**config.mk**
```make
export PLATFORM = sky130hd
export DESIGN_NAME = keyword_identifier_classifier
export DESIGN_NICKNAME = d
export VERILOG_FILES = /design/src/rtl/core/kic_pkg.sv /design/src/rtl/core/kic_word_track.sv /design/src/rtl/core/kic_classify.sv /design/src/rtl/core/keyword_identifier_classifier.sv
export VERILOG_INCLUDE_DIRS = /design/src /design/src/rtl/core
export SDC_FILE = /design/constraint.sdc
export NUM_CORES = 1
export LEC_CHECK = 0
export BUFFER_PORTS_ARGS = -buffer_cell sky130_fd_sc_hd__buf_2
export CAP_MARGIN = 20
export CELL_PAD_IN_SITES_DETAIL_PLACEMENT = 1
export CELL_PAD_IN_SITES_GLOBAL_PLACEMENT = 2
export CORE_UTILIZATION = 39
export DETAILED_ROUTE_END_ITERATION = 8
export MAX_ROUTING_LAYER = met4
export PLACE_DENSITY_LB_ADDON = 0.08
export SLEW_MARGIN = 20
export SYNTH_ARGS = -nofsm -noshare
export SYNTH_HDL_FRONTEND = slang
export SYNTH_SLANG_ARGS = --single-unit
```
**constraint.sdc**
```tcl
create_clock -name aclk -period 8 [get_ports aclk]
set_clock_uncertainty 0.1 [all_clocks]
set_input_delay 2.4 -clock aclk [delete_from_list [all_inputs] [get_ports aclk]]
set_output_delay 2.4 -clock aclk [all_outputs]
set_load 0.01 [all_outputs]
```
**src/rtl/core/keyword_identifier_classifier_macros.svh**
```systemverilog
// Assertion macros for the keyword and identifier classifier.
// Expects aclk and aresetn in the including module; no other dependencies.
`ifndef KEYWORD_IDENTIFIER_CLASSIFIER_MACROS_SVH
`define KEYWORD_IDENTIFIER_CLASSIFIER_MACROS_SVH

// Same-cycle implication, checked outside reset
`define KIC_ASSERT_NOW(label, cond, prop, msg) \
    label: assert property (@(posedge aclk) disable iff (!aresetn) (cond) |-> (prop)) \
        else $error(msg);

// Next-cycle implication, checked outside reset
`define KIC_ASSERT_NEXT(label, cond, prop, msg) \
    label: assert property (@(posedge aclk) disable iff (!aresetn) (cond) |=> (prop)) \
        else $error(msg);

`endif

```
**src/rtl/core/kic_pkg.sv**
```systemverilog
// Shared types, keyword table and character helpers for the keyword classifier.
// No dependencies.
package kic_pkg;

    localparam int TABLE_SIZE      = 22;
    localparam int KW_CHARS        = 12;
    localparam int DEF_KEYWORD_COUNT = 22;
    localparam int DEF_ORDINAL_MAX = 1023;
    localparam int ORD_W           = 10;
    localparam int IDX_W           = 5;
    localparam int POS_W           = 4;

    localparam logic [POS_W-1:0] POS_MAX = 4'd15;
    localparam logic [7:0]       CHAR_SPACE = 8'h20;

    // Word class codes
    localparam logic [1:0] CLASS_RESERVED = 2'd0;
    localparam logic [1:0] CLASS_IDENT    = 2'd1;
    localparam logic [1:0] CLASS_NONE     = 2'd2;

    // Keyword text, right-justified: first character in the highest used byte
    localparam logic [8*KW_CHARS-1:0] KW_TEXT [TABLE_SIZE] = '{
        96'("SI"), 96'("FIN-SI"), 96'("SINO"), 96'("PARA"), 96'("DESDE"),
        96'("HASTA"), 96'("INCREMENTO"), 96'("FIN-PARA"), 96'("REPETIR"),
        96'("MIENTRAS"), 96'("FIN-MIENTRAS"), 96'("salida->"),
        96'("entrada->"), 96'("verdad"), 96'("falso"), 96'("sqrt"),
        96'("int"), 96'("char"), 96'("strring"), 96'("booleano"),
        96'("float"), 96'("double")
    };

    localparam logic [POS_W-1:0] KW_LEN [TABLE_SIZE] = '{
        4'd2, 4'd6, 4'd4, 4'd4, 4'd5, 4'd5, 4'd10, 4'd8, 4'd7, 4'd8, 4'd12,
        4'd8, 4'd9, 4'd6, 4'd5, 4'd4, 4'd3, 4'd4, 4'd7, 4'd8, 4'd5, 4'd6
    };

    // Summary of the pending word, from the tracker to the classifier
    typedef struct packed {
        logic             close;
        logic             open;
        logic             is_kw;
        logic             is_ident;
        logic [IDX_W-1:0] kw_index;
    } kic_word_t;

    // One result
    typedef struct packed {
        logic [1:0]       word_class;
        logic [IDX_W-1:0] keyword_index;
        logic [ORD_W-1:0] class_ordinal;
    } kic_result_t;

    // Character of keyword k at position p; zero past its end
    function automatic logic [7:0] kw_byte(input int k, input logic [POS_W-1:0] p);
        logic [8*KW_CHARS-1:0] txt;
        int                    sh;
        txt = KW_TEXT[k];
        sh  = 8 * (int'(KW_LEN[k]) - 1 - int'(p));
        if (sh < 0) begin
            kw_byte = 8'h00;
        end else begin
            kw_byte = txt[sh +: 8];
        end
    endfunction

    function automatic logic is_letter(input logic [7:0] c);
        is_letter = (c >= 8'h41 && c <= 8'h5A) || (c >= 8'h61 && c <= 8'h7A);
    endfunction

    function automatic logic is_digit(input logic [7:0] c);
        is_digit = (c >= 8'h30 && c <= 8'h39);
    endfunction

endpackage

```
**src/rtl/core/kic_word_track.sv**
```systemverilog
// Per-word tracking: parallel keyword prefix match, length and identifier state.
// Depends on kic_pkg and keyword_identifier_classifier_macros.svh.
`include "keyword_identifier_classifier_macros.svh"

module kic_word_track #(
    parameter int KEYWORD_COUNT = kic_pkg::DEF_KEYWORD_COUNT
) (
    input  logic              aclk,
    input  logic              aresetn,
    input  logic              take,
    input  logic [7:0]        in_byte,
    input  logic              in_last,
    output kic_pkg::kic_word_t word
);
    import kic_pkg::*;

    localparam int KW_USED = (KEYWORD_COUNT < TABLE_SIZE) ? KEYWORD_COUNT : TABLE_SIZE;

    // Identifier scan states
    localparam logic [1:0] ST_START = 2'd0;
    localparam logic [1:0] ST_IDENT = 2'd1;
    localparam logic [1:0] ST_BAD   = 2'd2;

    logic [KW_USED-1:0] alive_reg, alive_next;
    logic [POS_W-1:0]   pos_reg, pos_next;
    logic [1:0]         ident_reg, ident_next;
    logic               close;
    logic               found;
    logic [IDX_W-1:0]   found_idx;

    assign close = in_last || (in_byte == CHAR_SPACE);

    // Find the keyword that the word matches exactly, lowest index first
    always_comb begin
        found     = 1'b0;
        found_idx = '0;
        for (int k = 0; k < KW_USED; k++) begin
            if (!found && alive_reg[k] && (KW_LEN[k] == pos_reg)) begin
                found     = 1'b1;
                found_idx = IDX_W'(k);
            end
        end
    end

    assign word.close    = close;
    assign word.open     = (ident_reg != ST_START);
    assign word.is_kw    = found;
    assign word.is_ident = (ident_reg == ST_IDENT);
    assign word.kw_index = found_idx;

    // Advance the word state on a character, clear it on a word break
    always_comb begin
        alive_next = alive_reg;
        pos_next   = pos_reg;
        ident_next = ident_reg;
        if (take) begin
            if (close) begin
                alive_next = '1;
                pos_next   = '0;
                ident_next = ST_START;
            end else begin
                for (int k = 0; k < KW_USED; k++) begin
                    alive_next[k] = alive_reg[k] && (pos_reg < KW_LEN[k])
                                    && (kw_byte(k, pos_reg) == in_byte);
                end
                pos_next = (pos_reg < POS_MAX) ? pos_reg + 1'b1 : POS_MAX;
                case (ident_reg)
                    ST_START: ident_next = is_letter(in_byte) ? ST_IDENT : ST_BAD;
                    ST_IDENT: ident_next = (is_letter(in_byte) || is_digit(in_byte))
                                           ? ST_IDENT : ST_BAD;
                    default:  ident_next = ST_BAD;
                endcase
            end
        end
    end

    always_ff @(posedge aclk) begin
        if (!aresetn) begin
            alive_reg <= '1;
            pos_reg   <= '0;
            ident_reg <= ST_START;
        end else begin
            alive_reg <= alive_next;
            pos_reg   <= pos_next;
            ident_reg <= ident_next;
        end
    end

    `KIC_ASSERT_NEXT(a_break_clears, take && close, pos_reg == '0 && ident_reg == ST_START, "word state not cleared after break")
    `KIC_ASSERT_NOW(a_empty_is_short, ident_reg == ST_START, pos_reg == '0, "empty word with non-zero length")
    `KIC_ASSERT_NEXT(a_char_opens, take && !close, ident_reg != ST_START, "character left the word empty")

endmodule

```
**src/rtl/core/kic_classify.sv**
```systemverilog
// Word classification and saturating per-class ordinals.
// Depends on kic_pkg.
module kic_classify #(
    parameter int ORDINAL_MAX = kic_pkg::DEF_ORDINAL_MAX
) (
    input  logic                 aclk,
    input  logic                 aresetn,
    input  logic                 take,
    input  kic_pkg::kic_word_t   word,
    output logic                 emit,
    output kic_pkg::kic_result_t result
);
    import kic_pkg::*;

    localparam int TOT_W = $clog2(ORDINAL_MAX + 1);
    localparam logic [TOT_W-1:0] TOT_MAX = TOT_W'(ORDINAL_MAX);

    logic [TOT_W-1:0] rsv_tot_reg, rsv_tot_next;
    logic [TOT_W-1:0] id_tot_reg, id_tot_next;
    logic [TOT_W-1:0] rsv_inc, id_inc;

    assign emit    = take && word.close && word.open;
    assign rsv_inc = (rsv_tot_reg >= TOT_MAX) ? TOT_MAX : rsv_tot_reg + 1'b1;
    assign id_inc  = (id_tot_reg >= TOT_MAX) ? TOT_MAX : id_tot_reg + 1'b1;

    // Pick the class; reserved words take precedence over identifiers
    always_comb begin
        rsv_tot_next = rsv_tot_reg;
        id_tot_next  = id_tot_reg;
        result.word_class    = CLASS_NONE;
        result.keyword_index = '0;
        result.class_ordinal = '0;
        if (word.is_kw) begin
            result.word_class    = CLASS_RESERVED;
            result.keyword_index = word.kw_index;
            result.class_ordinal = ORD_W'(rsv_inc);
            if (emit) begin
                rsv_tot_next = rsv_inc;
            end
        end else if (word.is_ident) begin
            result.word_class    = CLASS_IDENT;
            result.class_ordinal = ORD_W'(id_inc);
            if (emit) begin
                id_tot_next = id_inc;
            end
        end
    end

    always_ff @(posedge aclk) begin
        if (!aresetn) begin
            rsv_tot_reg <= '0;
            id_tot_reg  <= '0;
        end else begin
            rsv_tot_reg <= rsv_tot_next;
            id_tot_reg  <= id_tot_next;
        end
    end

endmodule

```
**src/rtl/core/keyword_identifier_classifier.sv**
```systemverilog
// Keyword and identifier classifier, top level with the result register.
// A result is registered on m_ in the cycle after the request that closes its word.
// One request per cycle unless a result is stalled downstream; the keyword match
// and class update are combinational. Synchronous active-low reset clears the
// word state, both ordinal counters and the result valid flag; depends on kic_pkg and submodules.
`include "keyword_identifier_classifier_macros.svh"

module keyword_identifier_classifier #(
    parameter int KEYWORD_COUNT = kic_pkg::DEF_KEYWORD_COUNT,
    parameter int ORDINAL_MAX   = kic_pkg::DEF_ORDINAL_MAX
) (
    input  logic        aclk,
    input  logic        aresetn,
    input  logic        s_tvalid,
    output logic        s_tready,
    input  logic [7:0]  s_tdata,   // [7:0] text_byte
    input  logic        s_tlast,   // line_end
    output logic        m_tvalid,
    input  logic        m_tready,
    output logic [15:0] m_tdata,   // [4:0] keyword_index, [14:5] class_ordinal, [15] zero
    output logic [1:0]  m_tuser    // [1:0] word_class
);
    import kic_pkg::*;

    logic        take;
    logic        emit;
    kic_word_t   word;
    kic_result_t result;
    logic        out_valid_reg, out_valid_next;
    kic_result_t out_reg;

    // Accept whenever the result register is empty or being drained
    assign s_tready = !out_valid_reg || m_tready;
    assign take     = s_tvalid && s_tready;

    kic_word_track #(
        .KEYWORD_COUNT(KEYWORD_COUNT)
    ) u_track (
        .aclk    (aclk),
        .aresetn (aresetn),
        .take    (take),
        .in_byte (s_tdata),
        .in_last (s_tlast),
        .word    (word)
    );

    kic_classify #(
        .ORDINAL_MAX(ORDINAL_MAX)
    ) u_class (
        .aclk    (aclk),
        .aresetn (aresetn),
        .take    (take),
        .word    (word),
        .emit    (emit),
        .result  (result)
    );

    // Load a new result or drop the one taken downstream
    always_comb begin
        out_valid_next = out_valid_reg;
        if (emit) begin
            out_valid_next = 1'b1;
        end else if (m_tready) begin
            out_valid_next = 1'b0;
        end
    end

    always_ff @(posedge aclk) begin
        if (!aresetn) begin
            out_valid_reg <= 1'b0;
        end else begin
            out_valid_reg <= out_valid_next;
        end
    end

    always_ff @(posedge aclk) begin
        if (emit) begin
            out_reg <= result;
        end
    end

    assign m_tvalid = out_valid_reg;
    assign m_tdata  = {1'b0, out_reg.class_ordinal, out_reg.keyword_index};
    assign m_tuser  = out_reg.word_class;

    `KIC_ASSERT_NOW(a_stall_blocks_input, m_tvalid && !m_tready, !s_tready, "request taken while result stalled")
    `KIC_ASSERT_NOW(a_none_zero, m_tvalid && m_tuser == CLASS_NONE, m_tdata == 16'h0000, "neither class with non-zero fields")
    `KIC_ASSERT_NOW(a_ident_fields, m_tvalid && m_tuser == CLASS_IDENT, m_tdata[4:0] == '0 && m_tdata[14:5] != '0, "identifier with bad index or ordinal")
    `KIC_ASSERT_NOW(a_class_code, m_tvalid, m_tuser != 2'd3, "unused class code on output")

endmodule
```
==> results.yml, run 1 <==
status:
  status: "finished clean"
floorplanning:
  row_count: 48
  initial_core_util_pct: 40.5
  ios: 33
  coreArea_um2: 17500
  die_area_um2: 18700
  die_x_um: 137
  dieHeight_um: 137
place:
  hpwl_um: 20700
  globalplace.congestion: 0.940
  dp_cells: 1194
  portBuffers: 31
  place_ws_ns: 2.56
  placed_cell_area_um2: 7260
yosys:
  synth_area_leaders: "dfxtp_1 (14%), edfxtp_1 (7.2%), a21oi_1 (6.3%), xnor2_1 (6.2%), nor2_1 (5.3%)"
  synthesis.area_um2: 7100
  ys_top_cells_by_count: "nor2_1 (100), nand2_1 (92), a21oi_1 (89), clkbuf_1 (75), o21ai_0 (73)"
  synth.distinct_cells: 81
  yosysMostFrequentCell: "nor2_1"
  synth_enable_flop_cells: 17
  synth_top_area_share_pct: 13.8
  synth-seq-area-share_pct: 21.0
  synth_ff_type: "dfxtp_1"
  yosysTopAreaCell: "dfxtp_1"
  ys_ff_latch: 66
  synth.avg_cell_area_um2: 6.95
  postSynthCellCount: 1021
  synthArstFlopShare_pct: 0
  yosysWarningCount: 0
  synth_nets: 1051
pwr:
  p_total_mw: 1.04
  p_leak_nw: 2.72
  peakVddDrop_v: 0.000111
  power_density_nw_per_um2: 137
clocking:
  cts_tree: "yes"
  postCtsHoldBufs: 0
  numCtsBuffers: 9
  insertion_delay_ns: 0.35
  post_cts_resized: 0
  cts_buffer_depth: 2
  cts.sinks: 66
  post_cts_buffers: 0
  cts_root_buffer: "clkbuf_16"
  clkTransAtPathRegs_ns: 0.06
  htreeDepth: 3
finish:
  layout.nets: 1010
  largest_reg_flops: 22
  final_area_um2: 7580
  area_growth_syn_to_layout_pct: 6.80
  n_antenna_cell: 0
  final_util_pct: 43.2
  seq_area_um2: 1500
  drive_gt1_share_pct: 9.24
  instances_no_fill: 1210
  fillers: 2267
  multiInputGateArea_um2: 5100
hold_path:
  holdCritPathClass: "reg2reg"
setup_path:
  arrival_ns: 2.83
  critical_path_class: "in2out"
  timing.critical_path.mode_cell: "buf_2"
  critPathSlowestCell: "nand2b_1"
  worst_setup_path_start_kind: "input pin"
  required_ns: 5.50
  cp_cell_sequence: "buf_2, nand2b_1, buf_2"
  critical-path-max-stage-delay_ns: 0.18
  critPathMaxFanout: 4
  endpoint_kind: "output pin"
sta:
  drv_slew: 0
  fin_tns_setup_ns: 0
  finalCritPeriodShare_pct: 66.6
  rsz0062_at_grt: "no"
  tightest_slew_ns: 1.16
  holdWs_ns: 0.360
  setup-violations-final: 0
  layout_setup_ws_ns: 2.67
  slew_headroom_pct: 22.6
  fin_crit_ns: 5.33
  hold_viol: 0
  max_freq_mhz: 188
detailed_routing:
  routed_wl_um: 30600
  via_per_inst: 6.82
  postRouteAntennaNets: 0
  drt_iter0_drc: 634
  avgRoutedWirePerCell_um: 25.3
  drc: 0
  firstDrtPassIters: 5
  vias: 8250
global_routing:
  grt_first_pass_wirelength_um: 46800
  gr-total-overflow: 0
  grt_pass1_vias: 7978
  grt_max_degree: 65
  grt_usage_pct: 34.1
  antenna_found_initial: 0
run:
  maxCapViolations: 0
report_power, final:
part / leakage, nW / internal [mW] / total [mW] / switching (mW)
sequential: 0.556 / 0.352 / 0.364 / 0.0113
combinational: 2.00 / 0.0783 / 0.239 / 0.161
clock: 0.155 / 0.263 / 0.440 / 0.176
total: 2.72 / 0.694 / 1.04 / 0.348
cell families (layout without fill, tap and decap cells):
group           count (synthesis)  in the layout  share of synthesized area, %
xor+xnor                       62             62                          7.65
compound gates                335            335                          30.8
mux                            14             14                          2.19
other cells                     1              1                        0.0528
buf+inv                       126             90                          7.14
flops                          66             66                          21.0
simple gates                  399            399                          28.1
fa+ha+maj                      18             18                          3.14
cell usage in the layout, fill, tap and decap left out, types with 11 or more instances in the layout:
| cell | synthesis | routed |
|---|---|---|
| nor2_1 | 100 | 100 |
| nand2_1 | 92 | 92 |
| a21oi_1 | 89 | 88 |
| o21ai_0 | 73 | 73 |
| xnor2_1 | 50 | 50 |
| nor3_1 | 46 | 46 |
| dfxtp_1 | 49 | 46 |
| nand3_1 | 44 | 44 |
| buf_2 | 8 | 31 |
| inv_1 | 24 | 24 |
| nand4_1 | 17 | 17 |
| ha_1 | 17 | 17 |
| edfxtp_1 | 17 | 17 |
| buf_4 | 2 | 17 |
| nand2b_1 | 16 | 16 |
| a31oi_1 | 16 | 16 |
| and3_1 | 15 | 15 |
| o211ai_1 | 15 | 15 |
| o31ai_1 | 13 | 13 |
| o22ai_1 | 13 | 13 |
| nor2b_1 | 12 | 12 |
| xor2_1 | 12 | 12 |
| a211oi_1 | 12 | 12 |
| mux2i_1 | 11 | 11 |
| nor4_1 | 11 | 11 |
path summary, 6_finish.rpt:
check	start	to	slack [ns]	cells past startpoint
min	u_track.alive_reg[13]	u_track.alive_reg[13]	0.36	1
min reg2reg	u_track.alive_reg[13]	u_track.alive_reg[13]	0.36	1
max reg2reg	u_track.pos_reg[1]	u_class.rsv_tot_reg[8]	3.20	10
max	m_tready	s_tready	2.67	3
layer usage:
| layer | track usage [%] | wire [µm] | vias to the layer above |
|---|---|---|---|
| met3 | 6.30 | 2560 | 90 |
| li1 | - | - | 3709 |
| met2 | 48.1 | 13000 | 383 |
| met5 | - | 0 | - |
| met1 | 47.3 | 13900 | 4068 |
| met4 | 13.7 | 1100 | 0 |
area by class of cell:
| class | instances | area share [%] |
|---|---|---|
| Tap cell | 225 | 3.71 |
| Sequential cell | 66 | 19.7 |
| Timing Repair Buffer | 48 | 3.73 |
| Multi-Input combinational cell | 829 | 67.3 |
| Clock inverter | 6 | 0.924 |
| Inverter | 26 | 1.29 |
| Clock buffer | 10 | 3.30 |
worst max-delay path, delay by kind of cell:
kind / cells / cell delay [ns]
buffers and inverters: 2 / 0.25
and+or+nand+nor: 1 / 0.18
(Power assumes the default switching activity.)
==> run 2, diff against run 1 <==
- ABC_AREA: not set -> 1
- CORE_UTILIZATION: 39 -> 34
- clock period: 8 -> 5.35 ns (I/O delays scaled with it)
==> results.yml, run 2 <==
status:
  status: "finished clean"
setup_path:
  crit_end: "u_class.rsv_tot_reg[0]"
  arrival_ns: 3.92
  critical-path-max-stage-delay_ns: 0.39
  critPathSlowestCell: "ha_1"
  cp_num_buf_inv: 2
  worstReg2RegStart: "u_track.pos_reg[2]"
  critPathMaxFanout: 23
  cp.depth: 18
  critical_path_class: "reg2reg"
  reg2reg_depth: 18
  rrSetupSlack_ns: 1.57
  worst_setup_path_start_kind: "flop"
  reg2reg_to: "u_class.rsv_tot_reg[0]"
  crit_family: "simple AND/OR/NAND/NOR gates"
  endpoint_kind: "flop"
  required_ns: 5.49
  cp-startpoint: "u_track.pos_reg[2]"
  cp_cell_sequence: "buf_4, ha_1, nand3_1, nand2_1, nor2_1, nand4_1, nor3_2, nand4_1, nor2_2, nand4_1, nor2_1, nand4_1, nor2_2, nand2_2, nand2_2, inv_1, nor2_1, nor2_1"
finish:
  layout_commonest_cell: "nand2_1"
  fillers: 2510
  drive_gt1_share_pct: 9.41
  area_growth_syn_to_layout_pct: 10.0
  final_area_um2: 7170
  instances_no_fill: 1297
  final_cell_mix: "nand2_1 (197), nor2_1 (149), inv_1 (124)"
  n_antenna_cell: 0
  largest_reg_flops: 22
  layout.nets: 1088
detailed_routing:
  vias: 7296
  drt_iter0_drc: 583
  firstDrtPassIters: 5
  avgRoutedWirePerCell_um: 21.2
  routed_wl_um: 27600
  drc: 0
  via_per_inst: 5.63
  postRouteAntennaNets: 0
global_routing:
  grt_pass1_vias: 7104
  antenna_found_initial: 0
  gr-total-overflow: 0
  grt_first_pass_wirelength_um: 42900
  grt_max_degree: 26
  grt_usage_pct: 29.5
place:
  hpwl_um: 20500
  portBuffers: 31
  dp_cells: 1281
  globalplace.congestion: 0.886
  place_ws_ns: 1.43
  placed_cell_area_um2: 6880
pwr:
  peakVddDrop_v: 0.000166
  p_leak_nw: 3.16
  power_density_nw_per_um2: 202
yosys:
  synth_top_area_share_pct: 15.1
  yosysMostFrequentCell: "nand2_1"
  synth_area_leaders: "dfxtp_1 (15%), nand2_1 (11%), nor2_1 (8.6%), xor2_1 (8.1%), edfxtp_1 (7.8%)"
  synth_nets: 1074
  synth.avg_cell_area_um2: 6.24
  synth_enable_flop_cells: 17
  yosysWarningCount: 0
  yosysTopAreaCell: "dfxtp_1"
  synthArstFlopShare_pct: 0
  synth-seq-area-share_pct: 22.9
  synthesis.area_um2: 6520
  postSynthCellCount: 1044
  ys_top_cells_by_count: "nand2_1 (197), nor2_1 (149), inv_1 (124), o21ai_0 (63)"
  ys_ff_latch: 66
  synth.distinct_cells: 57
  synth_ff_type: "dfxtp_1"
clocking:
  post_cts_buffers: 0
  htreeDepth: 3
  numCtsBuffers: 9
  cts_root_buffer: "clkbuf_16"
  cts_tree: "yes"
  cts_buffer_depth: 2
  post_cts_resized: 0
  insertion_delay_ns: 0.35
  clkTransAtPathRegs_ns: 0.06
  cts.sinks: 66
  postCtsHoldBufs: 0
floorplanning:
  die_area_um2: 19700
  ios: 33
  row_count: 50
  dieHeight_um: 140
  die_x_um: 140
  initial_core_util_pct: 34.7
  coreArea_um2: 18800
sta:
  setup-violations-final: 0
  finalCritPeriodShare_pct: 70.7
  hold_viol: 0
  drv_slew: 0
  fin_crit_ns: 3.78
  rsz0062_at_grt: "no"
  fin_tns_setup_ns: 0
  max_freq_mhz: 264
  slew_headroom_pct: 45.7
  layout_setup_ws_ns: 1.57
  tightest_slew_ns: 0.808
run:
  maxCapViolations: 0
hold_path:
  holdCritPathClass: "reg2reg"
-- run 2: cell types whose count changed in the layout (fill, tap and decap cells not counted), sizes merged, moves of 19 or more --
cell	delta
nor2	+58
nand3	+19
nand2	+109
nor3	-21
xnor2	-48
xor2	+48
inv	+103
a21oi	-24
-- run 2: report_power, final --
part / internal [mW] / leakage, nW / total (mW) / switching [mW]
clock network: 0.360 / 0.136 / 0.604 / 0.244
logic: 0.0907 / 2.46 / 0.306 / 0.215
registers: 0.526 / 0.564 / 0.539 / 0.0133
-- run 2: area by class of cell --
| type | instances | area, µm² | share of cell area (%) |
|---|---|---|---|
| repair buffers | 50 | 298 | 4.15 |
| inverters | 138 | 520 | 7.26 |
| clock inverters | 5 | 55.1 | 0.768 |
| well taps | 234 | 293 | 4.08 |
| flip-flops and latches | 66 | 1490 | 20.8 |
| clock buffers | 11 | 233 | 3.25 |
| multi-input cells | 793 | 4280 | 59.7 |
-- run 2: cell families after synthesis --
logic type      synth area share (%)
flops                           22.9
compound gates                  20.4
other cells                   0.0575
simple gates                    33.5
buf+inv                         11.5
xor+xnor                        8.33
fa+ha+maj                       3.26
-- run 2: worst min path at each step --
stage                         start                   end  slack, ns  cells past startpoint
2_1_floorplan  u_track.alive_reg[0]  u_track.alive_reg[0]       0.34                      2
4_1_cts        u_track.alive_reg[0]  u_track.alive_reg[0]       0.36                      2
3_3_place_gp   u_track.alive_reg[0]  u_track.alive_reg[0]       0.35                      2
6_report       u_track.alive_reg[0]  u_track.alive_reg[0]       0.36                      2
5_1_grt        u_track.alive_reg[0]  u_track.alive_reg[0]       0.39                      2
3_5_place_dp   u_track.alive_reg[0]  u_track.alive_reg[0]       0.35                      2
-- run 2: metrics by stage --
| stage | hold slack [ns] | utilization, % | total power, mW |
|---|---|---|---|
| after floorplan | 0.336 | - | 0.752 |
| after global placement | 0.347 | 36.7 | 0.851 |
| after detailed placement | 0.353 | 36.7 | 0.849 |
| after CTS | 0.361 | 38.2 | 1.45 |
| after global routing | 0.386 | 38.2 | 1.50 |
| final | 0.360 | 38.2 | 1.45 |
-- run 2: layer usage --
| metal | GRT usage [%] | vias up | routed length, µm |
|---|---|---|---|
| li1 | - | 3526 | - |
| met3 | 4.03 | 34 | 1390 |
| met4 | 7.72 | 0 | 573 |
| met1 | 42.0 | 3534 | 13700 |
| met2 | 43.4 | 202 | 11900 |
| met5 | - | - | 0 |
-- run 2: worst min-delay path, stage by stage, from the launching register on --
cell and delay [ns]:
dfxtp_1 0.32, nand2_1 0.06, nand2_1 0.04
==> run 3, diff against run 2 <==
- clock period: 5.35 -> 3.9 ns (I/O delays scaled with it)
==> results.yml, run 3 (same netlist as run 2, synthesis figures left out) <==
status:
  status: "finished clean"
place:
  globalplace.congestion: 0.880
  portBuffers: 31
  hpwl_um: 21300
finish:
  final_cell_mix: "nand2_1 (197), nor2_1 (149), inv_1 (124)"
  layout_commonest_cell: "nand2_1"
  drive_gt1_share_pct: 11.0
  area_growth_syn_to_layout_pct: 12.8
  seq_area_um2: 1490
  multiInputGateArea_um2: 4280
  fillers: 2506
  largest_reg_flops: 22
  n_antenna_cell: 0
  layout.nets: 1106
setup_path:
  arrival_ns: 3.60
  required_ns: 4.04
  critPathMaxFanout: 14
  critical_path_class: "reg2reg"
  endpoint_kind: "flop"
  worst_setup_path_start_kind: "flop"
pwr:
  p_leak_nw: 3.28
  clkPwrFrac_pct: 44.7
  peakVddDrop_v: 0.000177
  comb_power_share_pct: 20.3
  p_int_mw: 1.46
  p_sw_uw: 662
  power_density_nw_per_um2: 288
  p_total_mw: 2.12
  power_frac_seq_pct: 35.0
  switching_share_pct: 31.2
global_routing:
  gr-total-overflow: 0
  antenna_found_initial: 0
  grt_usage_pct: 29.2
  grt_first_pass_wirelength_um: 42000
  grt_max_degree: 24
  grt_pass1_vias: 7000
sta:
  tightest_slew_ns: 0.741
  hold_viol: 0
  slew_headroom_pct: 50.5
  setup-violations-final: 0
  rsz0062_at_grt: "no"
  max_freq_mhz: 289
  fin_tns_setup_ns: 0
  fin_crit_ns: 3.46
  drv_slew: 0
  finalCritPeriodShare_pct: 88.7
floorplanning:
  row_count: 50
  ios: 33
  dieHeight_um: 140
  coreArea_um2: 18800
  die_area_um2: 19700
  initial_core_util_pct: 34.7
  die_x_um: 140
detailed_routing:
  via_per_inst: 5.54
  vias: 7289
  drt_iter0_drc: 571
  postRouteAntennaNets: 0
  avgRoutedWirePerCell_um: 20.8
  routed_wl_um: 27300
  drc: 0
  firstDrtPassIters: 5
clocking:
  post_cts_buffers: 0
  cts_root_buffer: "clkbuf_16"
  numCtsBuffers: 9
  htreeDepth: 3
  cts.sinks: 66
  cts_buffer_depth: 2
  cts_tree: "yes"
  post_cts_resized: 0
  clkTransAtPathRegs_ns: 0.06
  postCtsHoldBufs: 0
  insertion_delay_ns: 0.35
hold_path:
  holdCritPathClass: "reg2reg"
run:
  maxCapViolations: 0
-- run 3: through the flow --
| step | worst slack [ns] | utilization (%) | hold WS [ns] | area, µm² | instances |
|---|---|---|---|---|---|
| final | 0.441 | 39.2 | 0.369 | 7350 | 1315 |
| after global routing | 0.0265 | 39.2 | 0.395 | 7350 | 1315 |
| after CTS | 0.500 | 39.2 | 0.371 | 7350 | 1315 |
| after detailed placement | 0.531 | 37.4 | 0.362 | 7020 | 1299 |
| after global placement | 0.681 | 37.4 | 0.347 | 7020 | 1299 |
| after floorplan | 0.207 | - | 0.336 | 6520 | 1044 |
-- run 3: critical path, cell delays in order, from the launching register on --
cell,delay [ns]
dfxtp_1,0.45
inv_2,0.17
ha_1,0.33
nand3_1,0.13
nand2_1,0.07
nor2_1,0.13
nand4_1,0.18
nor3_2,0.18
nand4_1,0.15
nor2_2,0.13
nand4_1,0.09
nor2_1,0.09
nand4_1,0.14
nor2_2,0.17
nand2_2,0.21
nand2_2,0.28
inv_1,0.16
nor2_1,0.13
nor2_1,0.05
-- run 3: path summary, 6_finish.rpt --
kind                            endpoint  cells past startpoint  slack [ns]                   from
setup reg to reg  u_class.rsv_tot_reg[2]                     18        0.44     u_track.pos_reg[1]
hold reg to reg    u_class.id_tot_reg[9]                      2        0.37  u_class.id_tot_reg[9]
setup / recovery  u_class.rsv_tot_reg[2]                     18        0.44     u_track.pos_reg[1]
hold / removal     u_class.id_tot_reg[9]                      2        0.37  u_class.id_tot_reg[9]
-- run 3: cell type report --
| class | count | share of cell area [%] |
|---|---|---|
| clock inverters | 5 | 1.14 |
| flip-flops and latches | 66 | 20.3 |
| clock buffers | 11 | 3.45 |
| multi-input cells | 793 | 58.2 |
| repair buffers | 68 | 5.89 |
| well taps | 234 | 3.98 |
| inverters | 138 | 7.08 |
-- run 3: power groups by stage --
stage	registers [mW]	logic, mW	clock network [mW]
finish	0.742	0.430	0.949
global route	0.743	0.471	0.985
CTS	0.741	0.426	0.967
detailed placement	0.756	0.425	0
global placement	0.756	0.425	0
floorplan	0.748	0.284	0
-- run 3: per-layer routing --
layer	global-route usage, %	part of all wire, %
met2	43.1	43
met5	-	0
met4	6.29	1.4
met1	42.0	50
met3	4.17	5.8
